$ cat config.mk
export PLATFORM = sky130hd
export DESIGN_NAME = stqc_cell
export DESIGN_NICKNAME = d
export VERILOG_FILES = /design/src/sorted_timer_event_queue_core_macros.svh /design/src/stqc_pkg.sv /design/src/stqc_cell.sv
export SDC_FILE = /design/constraint.sdc
export NUM_CORES = 1
export LEC_CHECK = 0
export BUFFER_PORTS_ARGS = -buffer_cell sky130_fd_sc_hd__buf_4
export CAP_MARGIN = 20
export CORE_AREA = 2 2 251 253
export CTS_CLUSTER_DIAMETER = 80
export DETAILED_ROUTE_END_ITERATION = 6
export DIE_AREA = 0 0 253 255
export GPL_TIMING_DRIVEN = 1
export SLEW_MARGIN = 15
export SYNTH_ARGS = -nofsm -noshare
export SYNTH_HDL_FRONTEND = slang
export SYNTH_SLANG_ARGS = --single-unit
$ cat constraint.sdc
create_clock -name clk -period 22.2 [get_ports clk]
set_clock_uncertainty 0.05 [all_clocks]
set_input_delay 2.22 -clock clk [delete_from_list [all_inputs] [get_ports clk]]
set_output_delay 2.22 -clock clk [all_outputs]
set_load 0.01 [all_outputs]
$ cat src/sorted_timer_event_queue_core_macros.svh
// Assertion macros for the sorted timer event queue
`ifndef SORTED_TIMER_EVENT_QUEUE_CORE_MACROS_SVH
`define SORTED_TIMER_EVENT_QUEUE_CORE_MACROS_SVH

// same-cycle implication, disabled while reset is asserted
`define STQC_ASSERT_NOW(lbl, ante, cons, msg) \
    lbl: assert property (@(posedge clk) disable iff (!rst_n) (ante) |-> (cons)) \
        else $error(msg);

// next-cycle implication, disabled while reset is asserted
`define STQC_ASSERT_NEXT(lbl, ante, cons, msg) \
    lbl: assert property (@(posedge clk) disable iff (!rst_n) (ante) |=> (cons)) \
        else $error(msg);

`endif

$ cat src/stqc_pkg.sv
// Shared types, constants and ordering function for the sorted timer event queue
package stqc_pkg;

    localparam int DEPTH     = 16;
    localparam int IDX_W     = $clog2(DEPTH);
    localparam int CNT_W     = $clog2(DEPTH + 1);
    localparam int CFG_IDX_W = 1;
    localparam int CFG_W     = 5;

    typedef enum logic [1:0] {
        OP_PUSH   = 2'd0,
        OP_POP    = 2'd1,
        OP_PEEK   = 2'd2,
        OP_STATUS = 2'd3
    } op_t;

    typedef enum logic [1:0] {
        ST_OK       = 2'd0,
        ST_OVERFLOW = 2'd1,
        ST_EMPTY    = 2'd2,
        ST_RANGE    = 2'd3
    } status_t;

    typedef enum logic [CFG_IDX_W-1:0] {
        REG_CAPACITY  = 1'b0,
        REG_ASCENDING = 1'b1
    } reg_idx_t;

    typedef struct packed {
        logic signed [63:0] tm;
        logic [31:0]        seq;
        logic [31:0]        cb;
        logic [31:0]        arg;
    } entry_t;

    typedef struct packed {
        logic   push;
        logic   pop;
        logic   asc;
        entry_t ins;
    } cmd_t;

    // true when a is placed before b under the selected order
    function automatic logic precedes(entry_t a, entry_t b, logic asc);
        logic [31:0] d;
        logic        r;
        d = a.seq - b.seq;
        if (asc)
        begin
            r = (a.tm != b.tm) ? (a.tm < b.tm) : d[31];
        end
        else
        begin
            r = (a.tm != b.tm) ? (a.tm > b.tm) : ((d != 32'd0) && !d[31]);
        end
        return r;
    endfunction

endpackage

$ cat src/stqc_cell.sv
// One compare-and-shift cell of the sorted entry row
module stqc_cell (
    input  logic           clk,
    input  stqc_pkg::cmd_t cmd,
    input  logic           occ,
    input  logic           at_tail,
    input  logic           found_in,
    input  stqc_pkg::entry_t left,
    input  stqc_pkg::entry_t right,
    output stqc_pkg::entry_t entry,
    output logic           found_out
);
    import stqc_pkg::*;

    entry_t entry_reg;
    entry_t entry_next;
    logic   hit;

    assign hit       = occ && precedes(cmd.ins, entry_reg, cmd.asc);
    assign found_out = found_in || hit;
    assign entry     = entry_reg;

    always_comb
    begin
        entry_next = entry_reg;
        if (cmd.push)
        begin
            if (found_in && (occ || at_tail))
            begin
                entry_next = left;
            end
            else if (!found_in && (hit || at_tail))
            begin
                entry_next = cmd.ins;
            end
        end
        else if (cmd.pop)
        begin
            entry_next = right;
        end
    end

    always_ff @(posedge clk)
    begin
        entry_reg <= entry_next;
    end

endmodule

Word level (Yosys, flattened, before mapping)
Cells that the tools add are included.

operators by class
  mux-type cells = 7
  add/sub/neg operators = 1
  div/mod/pow operators = 0
  bitwise gates (word level) = 0
  order comparisons = 2
  shifts and indexed selects = 0
  $mul = 0
  equality and inequality tests = 2
  reduce and logical (&&, ||, !) cells = 12

operators with widths
  kind                  count
  $mux W160             4
  $gt A64 B64 Y1        1
  $lt A64 B64 Y1        1
  $ne A64 B64 Y1        1
  $reduce_bool A32 Y1   1
  $sub A32 B32 Y32      1
  $logic_and A1 B1 Y1   4
  $logic_or A1 B1 Y1    3
  $mux W1               3
  $ne A3 B1 Y1 const B  1
  $logic_not A1 Y1      2
  $reduce_and A2 Y1     1
  $reduce_bool A2 Y1    1

storage, ports and cells
  ROM bits = 0
  logic and storage cells = 28
  flip-flop bits (word level) = 160
  memories = 0
  memory bits (writable) = 0
  latch bits = 0
  input bits = 487
  output and inout port bits = 161

Depth between registers and ports, before layout
  depth after elaboration = 11
  gate-level depth with buffers = 13
  gate-level depth less buffers = 13

Least setup slack after synthesis
OpenSTA, ideal clock, no wires.

  kind = input to register
  start point = input cmd[64] (netlist name)
  end point = register entry_reg, in the netlist entry[0], enable pin
  library setup time = 0.733 ns
  stages on the path = 13
  arrival time = 12.151 ns
  path buffers = 0
  path slack = 9.265 ns
  required time = 21.417 ns
  path through = inv_1 > ha_1 > fa_1 > nand2b_1 > a21oi_2 > o21ai_1 > and3_1 > or4_1 > and3_1 > o211ai_1 > or4_1 > nand2_1 > a21oi_1

on the way
  longest elaborated chain between the ends = 10
  elaborated cells on any way between the ends = 12
  those cells by class = add/sub: 1; eq/ne: 1; mux: 3; reduce/logical: 7

ends and longest elaborated chain
  item                                                            RTL line         text
  start: declaration                                              stqc_cell.sv:4   input stqc_pkg::cmd_t cmd,
  $sub A32 B32 Y32 *                                              stqc_pkg.sv:47   d = a.seq - b.seq;
  $reduce_bool A32 Y1 / $logic_not A1 Y1 (equally long branches)  stqc_pkg.sv:54   r = (a.tm != b.tm) ? (a.tm > b.tm) : ((d != 32'd0) && !d[31]);
  $logic_and A1 B1 Y1                                             stqc_pkg.sv:54
  $mux W1                                                         stqc_pkg.sv:54
  $mux W1 *                                                       stqc_pkg.sv:48   if (asc)
  $logic_and A1 B1 Y1 *                                           stqc_cell.sv:19  assign hit = occ && precedes(cmd.ins, entry_reg, cmd.asc);
  $logic_or A1 B1 Y1 *                                            stqc_cell.sv:32  else if (!found_in && (hit || at_tail))
  $logic_and A1 B1 Y1 *                                           stqc_cell.sv:32
  $ne A3 B1 Y1 (no source line) *                                 -
  $reduce_and A2 Y1 (no source line) *                            -
  end signal: assignment                                          stqc_cell.sv:45  entry_reg <= entry_next;
  end: declaration                                                stqc_cell.sv:15  entry_t entry_reg;

Every way passes the cells marked *; elsewhere a longest branch is shown, timed or not.
A chain may end at the register's enable or synchronous reset.

Final worst setup path
  start point = input cmd[64] (netlist name)
  end point = output found_out

on the way
  longest elaborated chain between the ends = 7
  elaborated cells on any way between the ends = 9
  those cells by class = add/sub: 1; mux: 3; reduce/logical: 5

ends and longest elaborated chain
  item                                                            RTL line         text
  $sub A32 B32 Y32 *                                              stqc_pkg.sv:47
  $reduce_bool A32 Y1 / $logic_not A1 Y1 (equally long branches)  stqc_pkg.sv:54
  $logic_and A1 B1 Y1                                             stqc_pkg.sv:54
  $mux W1                                                         stqc_pkg.sv:54
  $mux W1 *                                                       stqc_pkg.sv:48
  $logic_and A1 B1 Y1 *                                           stqc_cell.sv:19
  $logic_or A1 B1 Y1 *                                            stqc_cell.sv:20  assign found_out = found_in || hit;
  end: declaration                                                stqc_cell.sv:11  output logic found_out

Marks and branches as above.

==> impl_results.md <==
* Routed len/inst at 20.6 µm
* Synth Area in Compound Gates at 0.166
* Worst R2R Start: entry[159]
* Worst-case clock buffer depth at 2
* Clock buffer count from CTS at 17
* Initial Util at 0.192
* Final setup violation count at 0
* Final period utilization at 0.365
* Yosys Warn Count at 0
* Clk_lat worst skew at 0.49 ns
* Post-DP HPWL at 46300 µm
* Distinct cells, synth at 64
* Die Ht at 255 µm
* Min Clock Period, post-route at 8.11 ns
* Setup TNS at 0 ns
* Worst hold start: entry[95]
* R2R cell count at 14
* Gr usage total at 0.165
* Total of max-cap violations at 0
* GRT met1 Usage at 0.202
* First-pass GRT wire length at 78200 µm
* Main synth FF type: edfxtp_1
* Post-route setup slack at 14.09 ns
* Syn Nets at 1865
* Cts hold-fix bufs at 0
* Crit Path Category: input port to output port
* Vias per std cell at 4.61
* Largest area contributor in the netlist: edfxtp_1
* Detailed Route Iter0 Violations at 855
* VDD IR-drop max at 0.0595 mV
* CTS tree: yes
* Synth top area share at 0.403
* Top post-synthesis cells by area: edfxtp_1 40%, mux2i_1 14%, ha_1 10%
* Fmax at 0.123 GHz
* Layout cells sized above 1 at 0.369
* RSZ-0062 raised after global routing: no
* Area grow syn2layout at 52.7%
* Final #Nets at 2471
* Postcts setup bufs at 0
* Tightest Pin Transition at 1.01 ns
* Overflow after GRT at 0
* # H-tree levels at 4
* Root Buffer: clkbuf_16
* Cell Pwr Density at 59.2 nW/µm²
* Max-slew headroom at 0.325
* M3 GR Usage at 0.0451
* Reg-to-reg endpoint: entry[54]
* Met2 Usage GRT at 0.277
* Seq/Total Area, Yosys at 0.403
* Number of port buffers at 647
* Via count at 12.5k
* Final Hold Viols at 0
* Clock sink count at 160
* FFs w/ async S/R, synth at 0
* Vias in the first global route at 12.2k
* Crit path capture type: output port
* Critical path launch point type: input port
* Post-synthesis cell count at 1282
* Post-synthesis instance area at 11900 µm²
* Core region area at 62200 µm²
* Final wirelength at 55700 µm
* Worst EP required at 19.93 ns
* DRC Markers at 0
* Largest net degree at the start of global routing at 108
* Drt first pass iters at 5
* Final ANT Viol Nets at 0
* Number of flops mapped to enable cells by yosys at 160
* CP Max Fanout at 4
* Worst hold path class: flop to flop
* XOR/XNOR Fraction of Synth Area at 0.00735
* Top cells by count, synth: 224 x a21oi_1, 193 x nor2_1, 164 x mux2i_1
* Max reg flops at 160
* Leakage power of the design at 8.70 nW
* Mux cell area share after synthesis at 0.139
* Hold path cells at 9
* Pins Over Slew Limit at 0
* Initial antenna violation count at 14
* Main combinational cell family by area after synthesis: compound AO/OA/AOI/OAI gates
* Top Ports at 648
* Synthesized area per cell at 9.29 µm²
* Core Rows at 92
* Outcome: completed
* Post-Synth Simple-Gate Area at 0.127
* Count leader, synth: a21oi_1
* Critical Path AT at 5.84 ns
* Reg2reg setup slack at 16.74 ns
* Setup WS pre-CTS at 13.92 ns
* Die area at 64500 µm²
* Routability congestion estimate at 0.914
* Resize count post-CTS at 0
* Filler cells at 6598
* Reg clk slew, reported paths at 0.07 ns
* Post-Synth Adder-Cell Area at 0.101
* Gr busiest metal: met2
* Flops & latches, synth at 160
* Die width at 253 µm
* Hold path endpoint: entry[71]
## critical path, stage by stage
cell       delay, ns
buf_4           0.08
inv_1           0.04
ha_1            0.24
fa_1            0.42
nand2b_1        0.19
a21oi_2         0.18
o21ai_1         0.13
and3_1          0.25
or3b_1          0.42
a2111oi_2       0.40
o2111ai_1       0.22
or4_1           0.59
a31o_1          0.31
buf_4           0.15
## how the worst max path moves through the flow
stage / startpoint / endpoint / slack [ns] / depth (start not counted)
final: cmd[64] / found_out / 14.09 / 14
after global routing: cmd[159] / found_out / 13.79 / 12
after CTS: cmd[159] / found_out / 13.90 / 12
after detailed placement: cmd[159] / found_out / 13.92 / 12
after global placement: cmd[159] / found_out / 13.46 / 12
after floorplan: cmd[64] / entry[0] / 9.27 / 13
## power breakdown
group	internal (mW)	leakage, nW	switching, mW
clock	0.158	0.280	0.148
combinational	0.176	6.85	0.202
sequential	0.376	1.57	0.0164
total	0.711	8.70	0.366
## per-layer routing
metal  wire, µm  share of wire  vias up
met5         35        0.00063        -
met4       1210          0.022        6
met3       4390          0.079       72
met2      27100           0.49      576
met1      23000           0.41     5898
li1           -              -     5907
## through the flow
stage	power, mW	util	instances	hold WS [ns]	cell area (µm²)
floorplan	0.590	-	1282	2.40	11900
global placement	0.773	0.283	2668	1.95	17600
detailed placement	0.776	0.283	2668	1.94	17600
CTS	1.09	0.293	2700	1.95	18200
global route	1.14	0.293	2703	1.98	18200
finish	1.08	0.293	2703	1.89	18200
## final cells by class
cell class | instances | area (µm²) | area share
diodes | 3 | 7.51 | 0.000413
clock buffers | 18 | 429 | 0.0236
clock inverters | 14 | 148 | 0.00812
inverters | 105 | 394 | 0.0217
multi-input cells | 948 | 6460 | 0.355
flip-flops and latches | 160 | 4800 | 0.264
well taps | 799 | 1000 | 0.0550
repair buffers | 656 | 4940 | 0.272
## cells in the final DEF, fill, tap and decap left out, types with 12 or more instances in the layout
cell type  Yosys  routed
buf_4          2     654
a21oi_1      224     223
nor2_1       193     193
mux2i_1      164     164
edfxtp_1     160     160
inv_1        105     105
ha_1          95      95
nand2_1       43      43
nand4_1       29      29
o21ai_0       21      20
clkbuf_16      0      17
nor3_1        16      16
nand3_1       12      12
## kinds of logic after synthesis
family,after synthesis
simple gates,339
fa+ha+maj,96
flops,160
xor+xnor,10
mux,165
buf+inv,174
compound gates,338
Power figures use the tool's default switching activity.
